File: src/rtl/tmeu_pkg.sv
// ============================================================================
// Tape machine execute unit package
// Shared types, opcode codes and default sizes for the execute unit.
// ============================================================================
package tmeu_pkg;

    localparam int TAPE_CELLS_DEF = 32768;
    localparam int CELL_BITS_DEF  = 8;
    localparam int MAX_RUN_DEF    = 255;

    localparam int QUEUE_DEPTH = 2;
    localparam int QUEUE_PTR_W = 1;
    localparam int QUEUE_CNT_W = 2;

    typedef enum logic [2:0] {
        OP_RIGHT = 3'd0,
        OP_LEFT  = 3'd1,
        OP_ADD   = 3'd2,
        OP_SUB   = 3'd3,
        OP_OUT   = 3'd4,
        OP_IN    = 3'd5,
        OP_JZ    = 3'd6,
        OP_JNZ   = 3'd7
    } op_t;

    typedef enum logic [1:0] {
        ST_CLEAR,
        ST_IDLE,
        ST_EXEC
    } back_state_t;

    typedef struct packed {
        logic [2:0]         mode;
        logic [7:0]         repeat_count;
        logic signed [15:0] jump_offset;
        logic [7:0]         in_byte;
        logic               in_eof;
    } request_t;

    typedef struct packed {
        logic               out_valid;
        logic [7:0]         out_byte;
        logic               branch_taken;
        logic signed [15:0] program_step;
        logic               head_fault;
    } result_t;

    // Decoded instruction as it waits in the queue.
    typedef struct packed {
        op_t                op;
        logic [7:0]         count;
        logic signed [15:0] jump_offset;
        logic [7:0]         in_byte;
        logic               in_eof;
    } cmd_t;

endpackage

File: src/rtl/tmeu_queue.sv
// ============================================================================
// Tape machine execute unit command queue
// Short first-in first-out buffer between the front end and the back end.
// ============================================================================
module tmeu_queue (
    input  logic           clk,
    input  logic           rst_n,
    input  logic           push,
    input  tmeu_pkg::cmd_t push_data,
    input  logic           pop,
    output tmeu_pkg::cmd_t pop_data,
    output logic           empty,
    output logic           full
);

    tmeu_pkg::cmd_t                         entry_reg [tmeu_pkg::QUEUE_DEPTH];
    logic [tmeu_pkg::QUEUE_PTR_W-1:0]       wr_ptr_reg, wr_ptr_next;
    logic [tmeu_pkg::QUEUE_PTR_W-1:0]       rd_ptr_reg, rd_ptr_next;
    logic [tmeu_pkg::QUEUE_CNT_W-1:0]       cnt_reg, cnt_next;

    assign empty    = (cnt_reg == '0);
    assign full     = (cnt_reg == tmeu_pkg::QUEUE_CNT_W'(tmeu_pkg::QUEUE_DEPTH));
    assign pop_data = entry_reg[rd_ptr_reg];

    always_comb
    begin
        wr_ptr_next = wr_ptr_reg;
        rd_ptr_next = rd_ptr_reg;
        cnt_next    = cnt_reg;
        if (push)
        begin
            wr_ptr_next = (wr_ptr_reg == tmeu_pkg::QUEUE_PTR_W'(tmeu_pkg::QUEUE_DEPTH - 1))
                          ? '0 : wr_ptr_reg + 1'b1;
        end
        if (pop)
        begin
            rd_ptr_next = (rd_ptr_reg == tmeu_pkg::QUEUE_PTR_W'(tmeu_pkg::QUEUE_DEPTH - 1))
                          ? '0 : rd_ptr_reg + 1'b1;
        end
        if (push && !pop)
            cnt_next = cnt_reg + 1'b1;
        else if (pop && !push)
            cnt_next = cnt_reg - 1'b1;
    end

    always_ff @(posedge clk or negedge rst_n)
    begin
        if (!rst_n)
        begin
            wr_ptr_reg <= '0;
            rd_ptr_reg <= '0;
            cnt_reg    <= '0;
        end
        else
        begin
            wr_ptr_reg <= wr_ptr_next;
            rd_ptr_reg <= rd_ptr_next;
            cnt_reg    <= cnt_next;
        end
    end

    always_ff @(posedge clk)
    begin
        if (push)
            entry_reg[wr_ptr_reg] <= push_data;
    end

endmodule

File: config.mk
export PLATFORM = sky130hd
export DESIGN_NAME = tmeu_queue
export DESIGN_NICKNAME = d
export VERILOG_FILES = /design/src/rtl/tmeu_pkg.sv /design/src/rtl/tmeu_queue.sv
export SDC_FILE = /design/constraint.sdc
export NUM_CORES = 1
export LEC_CHECK = 0
export BUFFER_PORTS_ARGS = -buffer_cell sky130_fd_sc_hd__buf_2
export CORE_AREA = 2 2 93 95
export CTS_CLUSTER_DIAMETER = 200
export CTS_CLUSTER_SIZE = 25
export DETAILED_ROUTE_END_ITERATION = 8
export DIE_AREA = 0 0 95 97
export PLACE_DENSITY = 0.62
export REMOVE_ABC_BUFFERS = 1
export SLEW_MARGIN = 20
export SYNTH_ARGS = -nofsm -noshare
export SYNTH_HDL_FRONTEND = slang
export SYNTH_SLANG_ARGS = --single-unit
export TNS_END_PERCENT = 5
File: constraint.sdc
create_clock -name clk -period 3.2 [get_ports clk]
set_clock_uncertainty 0.15 [all_clocks]
set_input_delay 0.32 -clock clk [delete_from_list [all_inputs] [get_ports clk]]
set_output_delay 0.32 -clock clk [all_outputs]
set_load 0.05 [all_outputs]
## Word-level counts from Yosys, hierarchy flattened

Memories as Yosys holds them, arrays and structs flattened.
Cells that the tools add are included.
W data, S select, Z words.

- $add $sub $neg: 4
- Eq/ne operators: 1
- Multiplexer cells: 6
- Reductions and logical operators: 6

Operator list:

| operator | count |
|---|---|
| $mux W1 | 4 |
| $mux W2 | 2 |
| $add A1 B1 Y1 const B | 2 |
| $add A2 B1 Y2 const B | 1 |
| $eq A2 B2 Y1 const B | 1 |
| $logic_and A1 B1 Y1 | 2 |
| $logic_not A1 Y1 | 2 |
| $logic_not A2 Y1 | 1 |
| $reduce_bool A2 Y1 | 1 |
| $sub A2 B1 Y2 const B | 1 |

- Bits in registers: 4
- Memory bits (writable): 72
- Bits of input ports: 40
- Logic and storage cells: 21
- Memories: 1

Memories:

| memory | words | bits a word | rd ports | clocked after Yosys merged registers in | write ports | RTL line | source |
|---|---|---|---|---|---|---|---|
| entry_reg | 2 | 36 | 1 | 0 | 1 | tmeu_queue.sv:16 | `tmeu_pkg::cmd_t entry_reg [tmeu_pkg::QUEUE_DEPTH];` |

## Longest topological paths before layout

Gate-level depths: netlist of run 1.

- Depth in word-level cells: 4
- Depth in mapped cells: 5
- Gate-level depth less buffers: 5

## Least setup slack after synthesis of run 1

No wires, ideal clock.

- Kind: register to register
- From: register wr_ptr_reg
- To: memory entry_reg[0][0] (netlist name), enable pin
- Library setup time: 0.434 ns
- Data arrival time: 2.017 ns
- Data required time: 2.616 ns
- Path slack: 0.599 ns
- Cell stages (with the launch flop): 2
- Path buffers: 0
- Cell sequence: dfrtp_1 nor2b_1

RTL lines:

| item | RTL line | source |
|---|---|---|
| start, declared | tmeu_queue.sv:17 | `logic [tmeu_pkg::QUEUE_PTR_W-1:0] wr_ptr_reg, wr_ptr_next;` |
| start signal, assigned | tmeu_queue.sv:56 | `wr_ptr_reg <= wr_ptr_next;` |
| end, declared | tmeu_queue.sv:16 |  |

No word-level cell before the write port.

==> results of run 1 <==
==> timing repair <==
action	4_1_cts	5_1_grt
buffers inserted	0	0
hold endpoints to repair	4	10
hold buffers	1	6
==> per-layer routing <==
metal | track usage | routed length [um] | share of wire | vias up
li1 | - | - | - | 679
met1 | 0.136 | 2090 | 0.42 | 704
met2 | 0.174 | 2400 | 0.48 | 57
met3 | 0.0498 | 358 | 0.072 | 9
met4 | 0.0502 | 107 | 0.022 | 2
met5 | 0 | 16 | 0.0032 | -
==> layout make-up <==
type / count / share of cell area
multi-input cells: 47 / 0.165
flip-flops and latches: 76 / 0.617
well taps: 105 / 0.0358
clock inverters: 5 / 0.0143
clock buffers: 11 / 0.0358
repair buffers: 86 / 0.132
inverters: 1 / 0.00102
==> synth_stat cells, drive strengths merged <==
library cell / count / area share
buf: 4 / 0.024
ha: 1 / 0.0043
mux2: 36 / 0.18
xor2: 4 / 0.012
and2: 1 / 0.0021
nor2: 2 / 0.0026
dfrtp: 4 / 0.034
inv: 1 / 0.0013
nor2b: 2 / 0.0043
edfxtp: 72 / 0.74
xnor2: 1 / 0.0030
==> stage by stage <==
step                      setup slack [ps]  power (W)  cells
after global placement                1170    0.00304    308
final                                  823    0.00369    331
after detailed placement              1160    0.00305    308
after CTS                              785    0.00373    325
after floorplan                        599    0.00272    124
after global routing                   733    0.00385    331
==> kinds of logic after synthesis <==
group	count (synthesis)	synth area share
flip-flops	76	0.771
multiplexers	36	0.175
adder cells (fa/ha/maj)	1	0.00426
buffers and inverters	5	0.0256
AND/OR/NAND/NOR	5	0.00896
XOR/XNOR	5	0.0149
==> worst max-delay path, cell delays in order (launching register included) <==
cell and delay, ps:
dfrtp_2 730, buf_12 260, mux2_2 360, buf_2 210
==> path summary, 6_finish.rpt <==
check	start	to	depth (start not counted)
setup / recovery	rd_ptr_reg$_DFFE_PN0P_	pop_data[22]	3
hold / removal	push_data[22]	entry_reg[0][22]$_DFFE_PP_	1
setup reg to reg	wr_ptr_reg$_DFFE_PN0P_	entry_reg[0][18]$_DFFE_PP_	2
hold reg to reg	cnt_reg[1]$_DFFE_PN0P_	cnt_reg[1]$_DFFE_PN0P_	1
max in group asynchronous	rst_n	rd_ptr_reg$_DFFE_PN0P_	2
min in group asynchronous	rst_n	wr_ptr_reg$_DFFE_PN0P_	2
==> report_power, final <==
part	switching [W]	leakage (nW)	total, W	internal (W)
Combinational	0.00105	0.664	0.00156	0.000514
Sequential	0.000122	0.721	0.00145	0.00133
Clock	0.000321	0.0947	0.000678	0.000357
==> out/qor.yml, run 1 <==
layout:
  final_util: 0.451
  regArea_mm2: 0.00226
  fin_area_mm2: 0.00367
  fill_cells: 734
  area_growth_pct: 25.1
  layout_commonest_cell: "buf_2"
  largest_register_ffs: 72
  final_cell_mix: "buf_2, edfxtp_1, mux2_4, clkbuf_8"
  diodes: 0
  drive_above_1_share: 0.580
  multiInputGateArea_um2: 606
  layout.nets: 262
sta:
  worst_slew_pin_slew_ps: 887
  slew_viol_final: 0
  relSlewSlack: 0.409
  hold_viol_final: 0
  finalSetupViolCount: 0
  period_needed_ps: 2380
  rsz0062_at_grt: "no"
  fin_tns_setup_ps: 0
  timing.final.crit_share: 0.743
  fmax_ghz: 0.421
  hold_slack_ps: 18.8
run:
  maxCapViolCount: 0
floorplan:
  die_h_um: 97
  rows: 33
  die_w_um: 95
  core_mm2: 0.00813
  top_level_ports: 78
  start_util: 0.361
  dieArea_mm2: 0.00922
route:
  post_drt_wl_per_cell_um: 15.0
  postRouteAntennaNets: 0
  vias: 1451
  viasPerCell: 4.38
  drc: 0
  finalWirelength_um: 4970
  firstDrtPassIters: 4
  first_iter_violations: 62
global_route:
  grt_max_degree: 37
  grt_pass1_vias: 1485
  grt_first_pass_wirelength_um: 7510
  globalRouteTotalUtil: 0.113
  grt_overflow: 0
  antenna_found_initial: 1
critical_path:
  cp.arrival_ps: 1910
  cp_max_fo: 20
  critPathCaptureType: "primary output"
  r2r_slack_ps: 1380
  required_ps: 2730
  cp-start-kind: "flip-flop"
  worstSetupPathType: "reg -> out"
power_and_ir_drop:
  leakage_nw: 1.48
  p_per_area_mw_per_mm2: 1000
  peakVddDrop_mv: 0.512
clock_tree:
  cts.sinks: 76
  cts-root-buf: "clkbuf_8"
  cts_tree: "built"
  post_cts_resized: 0
  h-tree-depth: 3
  clk_latency_ps: 330
  cts_buffers: 9
  clk_pin_slew_ps: 80
  cts_buffer_depth: 2
outcome:
  status: "completed"
logic_synthesis:
  ys_seq_area_frac: 0.771
  avgSynthCellArea_um2: 22.9
  syn_area_mm2: 0.00293
  synth_cells: 128
  synth_warnings: 0
  synth_cell_type_count: 13
  ys_seq_elements: 76
placement:
  place_area_mm2: 0.00342
  io_buffers: 77
  dp_hpwl_um: 3400
  gp_congestion: 0.697
worst_hold_path:
  hold_class: "in -> reg"
(Power assumes the default switching activity.)
==> inputs of run 2 (changes only) <==
Clock period 3.2 ns to 2.2 ns, I/O delays scaled along.
==> run 2 against run 1 <==
- global-route usage is essentially flat
- sequential cell count is the same
- hold slack gained 32 ps
- non-clock buffer count up 33
==> out/qor.yml, run 2 (synthesized netlist as in run 1, its figures left out) <==
outcome:
  status: "completed"  # unchanged
layout:
  largest_register_ffs: 72  # unchanged
  multiInputGateArea_um2: 606  # unchanged
  fill_cells: 692  # was 734
  diodes: 0  # unchanged
  final_cell_count_no_fill: 364  # was 331
  regArea_mm2: 0.00226  # unchanged
  layout.nets: 295  # was 262
  area_growth_pct: 38.0  # was 25.1%
  drive_above_1_share: 0.510  # was 0.580
  final_cell_mix: "buf_2, edfxtp_1, dlygate4sd3_1, mux2_4, clkbuf_8"  # was buf_2, edfxtp_1, mux2_4, clkbuf_8
  layout_commonest_cell: "buf_2"  # unchanged
floorplan:
  core_mm2: 0.00813  # unchanged
  top_level_ports: 78  # unchanged
  dieArea_mm2: 0.00922  # unchanged
  rows: 33  # unchanged
  start_util: 0.361  # unchanged
  die_h_um: 97  # unchanged
  die_w_um: 95  # unchanged
clock_tree:
  post_cts_buffers: 0  # unchanged
  h-tree-depth: 3  # unchanged
  clk_pin_slew_ps: 70  # was 80 ps
  post_cts_resized: 0  # unchanged
  cts_buffer_depth: 2  # unchanged
  cts.sinks: 76  # unchanged
  cts_buffers: 9  # unchanged
  clk_latency_ps: 330  # about the same
  cts-root-buf: "clkbuf_8"  # unchanged
  cts_tree: "built"  # unchanged
route:
  postRouteAntennaNets: 0  # unchanged
  vias: 1545  # was 1451
  viasPerCell: 4.24  # was 4.38
  firstDrtPassIters: 3  # was 4
  finalWirelength_um: 5020  # was 4970 um
  first_iter_violations: 36  # was 62
  post_drt_wl_per_cell_um: 13.8  # was 15.0 um
  drc: 0  # unchanged
critical_path:
  required_ps: 1830  # was 2730 ps
  r2r_cells: 2  # unchanged
  regToRegStartpoint: "wr_ptr_reg$_DFFE_PN0P_"  # unchanged
  cp-start-kind: "flip-flop"  # unchanged
  cp.arrival_ps: 1690  # was 1910 ps
  critPathCaptureType: "primary output"  # unchanged
  worstSetupPathType: "reg -> out"  # unchanged
  cp-startpoint: "rd_ptr_reg$_DFFE_PN0P_"  # unchanged
  endpoint: "pop_data[21]"  # was pop_data[22]
  cp_max_fo: 33  # was 20
  r2r_slack_ps: 750  # was 1380 ps
  r2r-end: "entry_reg[1][31]$_DFFE_PP_"  # was entry_reg[0][18]$_DFFE_PP_
worst_hold_path:
  hold_class: "in -> async"  # was in -> reg
sta:
  relSlewSlack: 0.824  # was 0.409
  period_needed_ps: 2060
  fmax_ghz: 0.486
  hold_viol_final: 0  # unchanged
  finalSetupViolCount: 0  # unchanged
  slew_viol_final: 0  # unchanged
  worst_slack_ps: 144  # was 823 ps
  timing.final.crit_share: 0.935
  fin_tns_setup_ps: 0  # unchanged
  rsz0062_at_grt: "no"  # unchanged
  worst_slew_pin_slew_ps: 264  # was 887 ps
power_and_ir_drop:
  p_per_area_mw_per_mm2: 1380  # was 1000 mW/mm^2
  power.total_w: 0.00558  # was 0.00369 W
  leakage_nw: 1.64  # was 1.48 nW
  peakVddDrop_mv: 0.726  # was 0.512 mV
global_route:
  globalRouteTotalUtil: 0.113  # about the same
  antenna_found_initial: 0  # was 1
  grt_overflow: 0  # unchanged
  grt_first_pass_wirelength_um: 7710  # was 7510 um
  grt_max_degree: 37  # unchanged
  grt_pass1_vias: 1602  # was 1485
placement:
  dp_slack_ps: 510  # was 1160 ps
  dp_hpwl_um: 3090  # was 3400 um
  gp_congestion: 0.666  # was 0.697
  place_inst: 309  # was 308
  io_buffers: 77  # unchanged
run:
  maxCapViolCount: 0  # unchanged
run 2: cell types whose count changed in the layout (fill, tap and decap cells not counted), sizes merged:
| cell | delta |
|---|---|
| buf | +1 |
| bufinv | +1 |
| clkbuf | +1 |
| clkinv | -2 |
| dlygate4sd3 | +32 |
run 2: worst max-delay path, stage by stage, from the launching register on:
cell and delay, ps:
dfrtp_2 460, buf_12 270, mux2_2 370, buf_2 210
run 2: area by class of cell:
class,count,area share
Tap cell,105,0.0324
Multi-Input combinational cell,47,0.150
Clock inverter,4,0.0182
Clock buffer,12,0.0334
Sequential cell,76,0.559
Inverter,1,0.000927
Timing Repair Buffer,119,0.206
run 2: where the power goes:
group	switching (W)	leakage, nW	internal (W)
clock	0.000482	0.105	0.000641
combinational	0.00160	0.810	0.000818
sequential	0.000111	0.721	0.00193
run 2: how the worst min path moves through the flow:
stage | depth (start not counted) | end | start
3_3_place_gp | 1 | cnt_reg[1]$_DFFE_PN0P_ | rst_n
4_1_cts | 2 | cnt_reg[1]$_DFFE_PN0P_ | rst_n
5_1_grt | 2 | rd_ptr_reg$_DFFE_PN0P_ | rst_n
3_5_place_dp | 1 | cnt_reg[1]$_DFFE_PN0P_ | rst_n
6_report | 2 | rd_ptr_reg$_DFFE_PN0P_ | rst_n
2_1_floorplan | 0 | cnt_reg[0]$_DFFE_PN0P_ | rst_n
run 2: stage by stage:
| stage | area [um^2] | utilization | hold WS (ps) |
|---|---|---|---|
| 2_1_floorplan | 2860 | - | -226 |
| 3_3_place_gp | 3450 | 0.424 | -115 |
| 3_5_place_dp | 3450 | 0.424 | -118 |
| 4_1_cts | 4050 | 0.498 | 41.5 |
| 5_1_grt | 4050 | 0.498 | 63.0 |
| 6_report | 4050 | 0.498 | 50.9 |
run 2: what timing repair did:
item                       4_1_cts  5_1_grt
hold buffers                    39        0
setup endpoints to repair        0        0
hold endpoints to repair        78        0
run 2: per-layer routing:
layer,share of wire,up-vias,global-route usage
li1,-,752,-
met1,0.46,730,0.137
met2,0.46,54,0.173
met3,0.062,9,0.0421
met4,0.020,0,0.0591
met5,0,-,0
==> inputs of run 3 (changes only) <==
Settings changed: BUFFER_PORTS_ARGS -buffer_cell sky130_fd_sc_hd__buf_2 to unset, CAP_MARGIN set to 20, DONT_BUFFER_PORTS set to 1, PLACE_DENSITY 0.62 to 0.6.
==> run 3 against run 2 <==
- critical path depth decreased by 1
- hold slack better by 200 ps
- via count fell by 15%
- total power fell by 2.7%
- clock-buffer cell count shrank 3
- final area shrank 8.7%
- utilization is 4.3 points lower
- sequential cell count did not move
- final cell count is 20% lower
- critical path type unchanged
- critical endpoint is now pop_data[22]
==> out/qor.yml, run 3 (synthesized netlist as in run 1, its figures left out) <==
outcome:
  status: "completed"  # unchanged
critical_path:
  cpPeakStageDelay_ps: 580  # was 460 ps
  crit_chain: "buf_12, mux2_2"  # was buf_12, mux2_2, buf_2
  slowest_stage: "dfrtp_2"  # unchanged
  worstSetupPathType: "reg -> out"  # unchanged
  cp_top_family: "flip-flops"  # was buffers and inverters
  cp-start-kind: "flip-flop"  # unchanged
  r2r_cells: 2  # unchanged
  critPathCaptureType: "primary output"  # unchanged
  path_buf_inv: 1  # was 2
  regToRegStartpoint: "wr_ptr_reg$_DFFE_PN0P_"  # unchanged
  r2r_slack_ps: 700  # was 750 ps
  cp_max_fo: 28  # was 33
  cp.arrival_ps: 1710  # was 1690 ps
  required_ps: 1830  # about the same
  r2r-end: "entry_reg[0][1]$_DFFE_PP_"  # was entry_reg[1][31]$_DFFE_PP_
power_and_ir_drop:
  p_clk_frac: 0.219  # was 0.201
  intPower_w: 0.00324  # was 0.00338 W
  pwr-share-comb: 0.400  # was 0.434
  peakVddDrop_mv: 0.600  # was 0.726 mV
  sequentialPowerShare: 0.381  # was 0.365
  power.total_w: 0.00543  # was 0.00558 W
  leakage_nw: 1.35  # was 1.64 nW
  p_switching_w: 0.00219  # was 0.00220 W
  p_per_area_mw_per_mm2: 1470  # was 1380 mW/mm^2
  switching_share: 0.403  # was 0.394
placement:
  io_buffers: 0  # was 77
  gp_congestion: 0.641  # was 0.666
  dp_slack_ps: 482  # was 510 ps
  dp_hpwl_um: 3090  # about the same
global_route:
  grt.met1_usage: 0.102  # was 0.137
  grt-busiest-layer: "met2"  # unchanged
  grt_first_pass_wirelength_um: 7180  # was 7710 um
  use_met3: 0.0312  # was 0.0421
  globalRouteTotalUtil: 0.111  # was 0.113
  grt_pass1_vias: 1428  # was 1602
  antenna_found_initial: 0  # unchanged
  grt_use_met2: 0.202  # was 0.173
  grt_overflow: 0  # unchanged
  grt_max_degree: 37  # unchanged
run:
  maxCapViolCount: 0  # unchanged
sta:
  relSlewSlack: 0.683  # was 0.824
  worst_slew_pin_slew_ps: 475  # was 264 ps
  timing.final.crit_share: 0.947  # was 0.935
  finalSetupViolCount: 0  # unchanged
  slew_viol_final: 0  # unchanged
  hold_viol_final: 0  # unchanged
  worst_slack_ps: 116  # was 144 ps
  rsz0062_at_grt: "no"  # unchanged
  period_needed_ps: 2080  # was 2060 ps
  fmax_ghz: 0.480  # was 0.486 GHz
floorplan:
  die_h_um: 97  # unchanged
  dieArea_mm2: 0.00922  # unchanged
  die_w_um: 95  # unchanged
  start_util: 0.361  # unchanged
  rows: 33  # unchanged
  core_mm2: 0.00813  # unchanged
  top_level_ports: 78  # unchanged
clock_tree:
  h-tree-depth: 3  # unchanged
  post_cts_resized: 0  # unchanged
  clk_latency_ps: 350  # was 330 ps
  cts_tree: "built"  # unchanged
  cts.sinks: 76  # unchanged
  hold_buffers: 40  # was 39
  cts_buffer_depth: 2  # unchanged
  clk_pin_slew_ps: 90  # was 70 ps
  post_cts_buffers: 0  # unchanged
  cts-root-buf: "clkbuf_8"  # unchanged
  cts_buffers: 9  # unchanged
layout:
  final_cell_mix: "edfxtp_1, dlygate4sd3_1, mux2_4, clkbuf_8, mux2_2"  # was buf_2, edfxtp_1, dlygate4sd3_1, mux2_4, clkbuf_8
  largest_register_ffs: 72  # unchanged
  fill_cells: 691  # was 692
  diodes: 0  # unchanged
  layout_commonest_cell: "edfxtp_1"  # was buf_2
  drive_above_1_share: 0.324  # was 0.510
  layout.nets: 221  # was 295
  area_growth_pct: 26.0  # was 38.0%
worst_hold_path:
  whs_path_depth: 2
  holdPathEnd: "entry_reg[1][31]$_DFFE_PP_"
  hold_start: "push"
  hold_class: "in -> reg"  # was in -> async
route:
  vias: 1310  # was 1545
  first_iter_violations: 55  # was 36
  postRouteAntennaNets: 0  # unchanged
  firstDrtPassIters: 3  # unchanged
  post_drt_wl_per_cell_um: 16.5  # was 13.8 um
  viasPerCell: 4.52  # was 4.24
  finalWirelength_um: 4780  # was 5020 um
  drc: 0  # unchanged
==> run 3: cell types whose count changed in the layout (fill, tap and decap cells not counted), moves of 3 or more <==
| cell | previous run | this run |
|---|---|---|
| buf_2 | 77 | 0 |
| buf_4 | 0 | 3 |
| clkbuf_1 | 3 | 0 |
| inv_6 | 0 | 3 |
==> run 3: routing by layer <==
| layer | share of wire | wire length [um] | vias up |
|---|---|---|---|
| met2 | 0.56 | 2660 | 54 |
| met3 | 0.070 | 333 | 13 |
| met5 | 0 | 0 | - |
| met1 | 0.34 | 1640 | 641 |
| li1 | - | - | 602 |
| met4 | 0.030 | 144 | 0 |
==> run 3: cell type report <==
cell class                      count  area [um^2]  area share
Clock buffer                        9          124      0.0335
Clock inverter                      7          105      0.0284
Inverter                            1         3.75     0.00102
Multi-Input combinational cell     47          606       0.164
Sequential cell                    76         2260       0.612
Tap cell                          105          131      0.0355
Timing Repair Buffer               45          463       0.125
==> run 3: worst max path at each step <==
stage / start / end / slack (ps) / cells past startpoint
floorplan: wr_ptr_reg$_DFFE_PN0P_ / entry_reg[0][0]$_DFFE_PP_ / -400 / 1
global placement: rd_ptr_reg$_DFFE_PN0P_ / pop_data[16] / 500 / 2
detailed placement: rd_ptr_reg$_DFFE_PN0P_ / pop_data[23] / 480 / 2
CTS: rd_ptr_reg$_DFFE_PN0P_ / pop_data[23] / 80 / 2
global route: rd_ptr_reg$_DFFE_PN0P_ / pop_data[23] / 40 / 2
finish: rd_ptr_reg$_DFFE_PN0P_ / pop_data[22] / 120 / 2
==> run 3: power groups by stage <==
stage               Combinational [W]  Sequential [W]  Clock, W
finish                        0.00217         0.00207   0.00119
global placement              0.00211         0.00208         0
CTS                           0.00221         0.00208   0.00123
global route                  0.00227         0.00210   0.00129
floorplan                     0.00179         0.00216         0
detailed placement            0.00213         0.00211         0
==> run 3: metrics by stage <==
step                 util  setup TNS [ps]  area, um^2  std cells  hold slack (ps)
floorplan               -          -15580        2860        124             -226
global placement    0.377               0        3070        234             -225
detailed placement  0.377               0        3070        234             -225
CTS                 0.454               0        3700        290              251
global route        0.454               0        3700        290              253
finish              0.454               0        3700        290              248
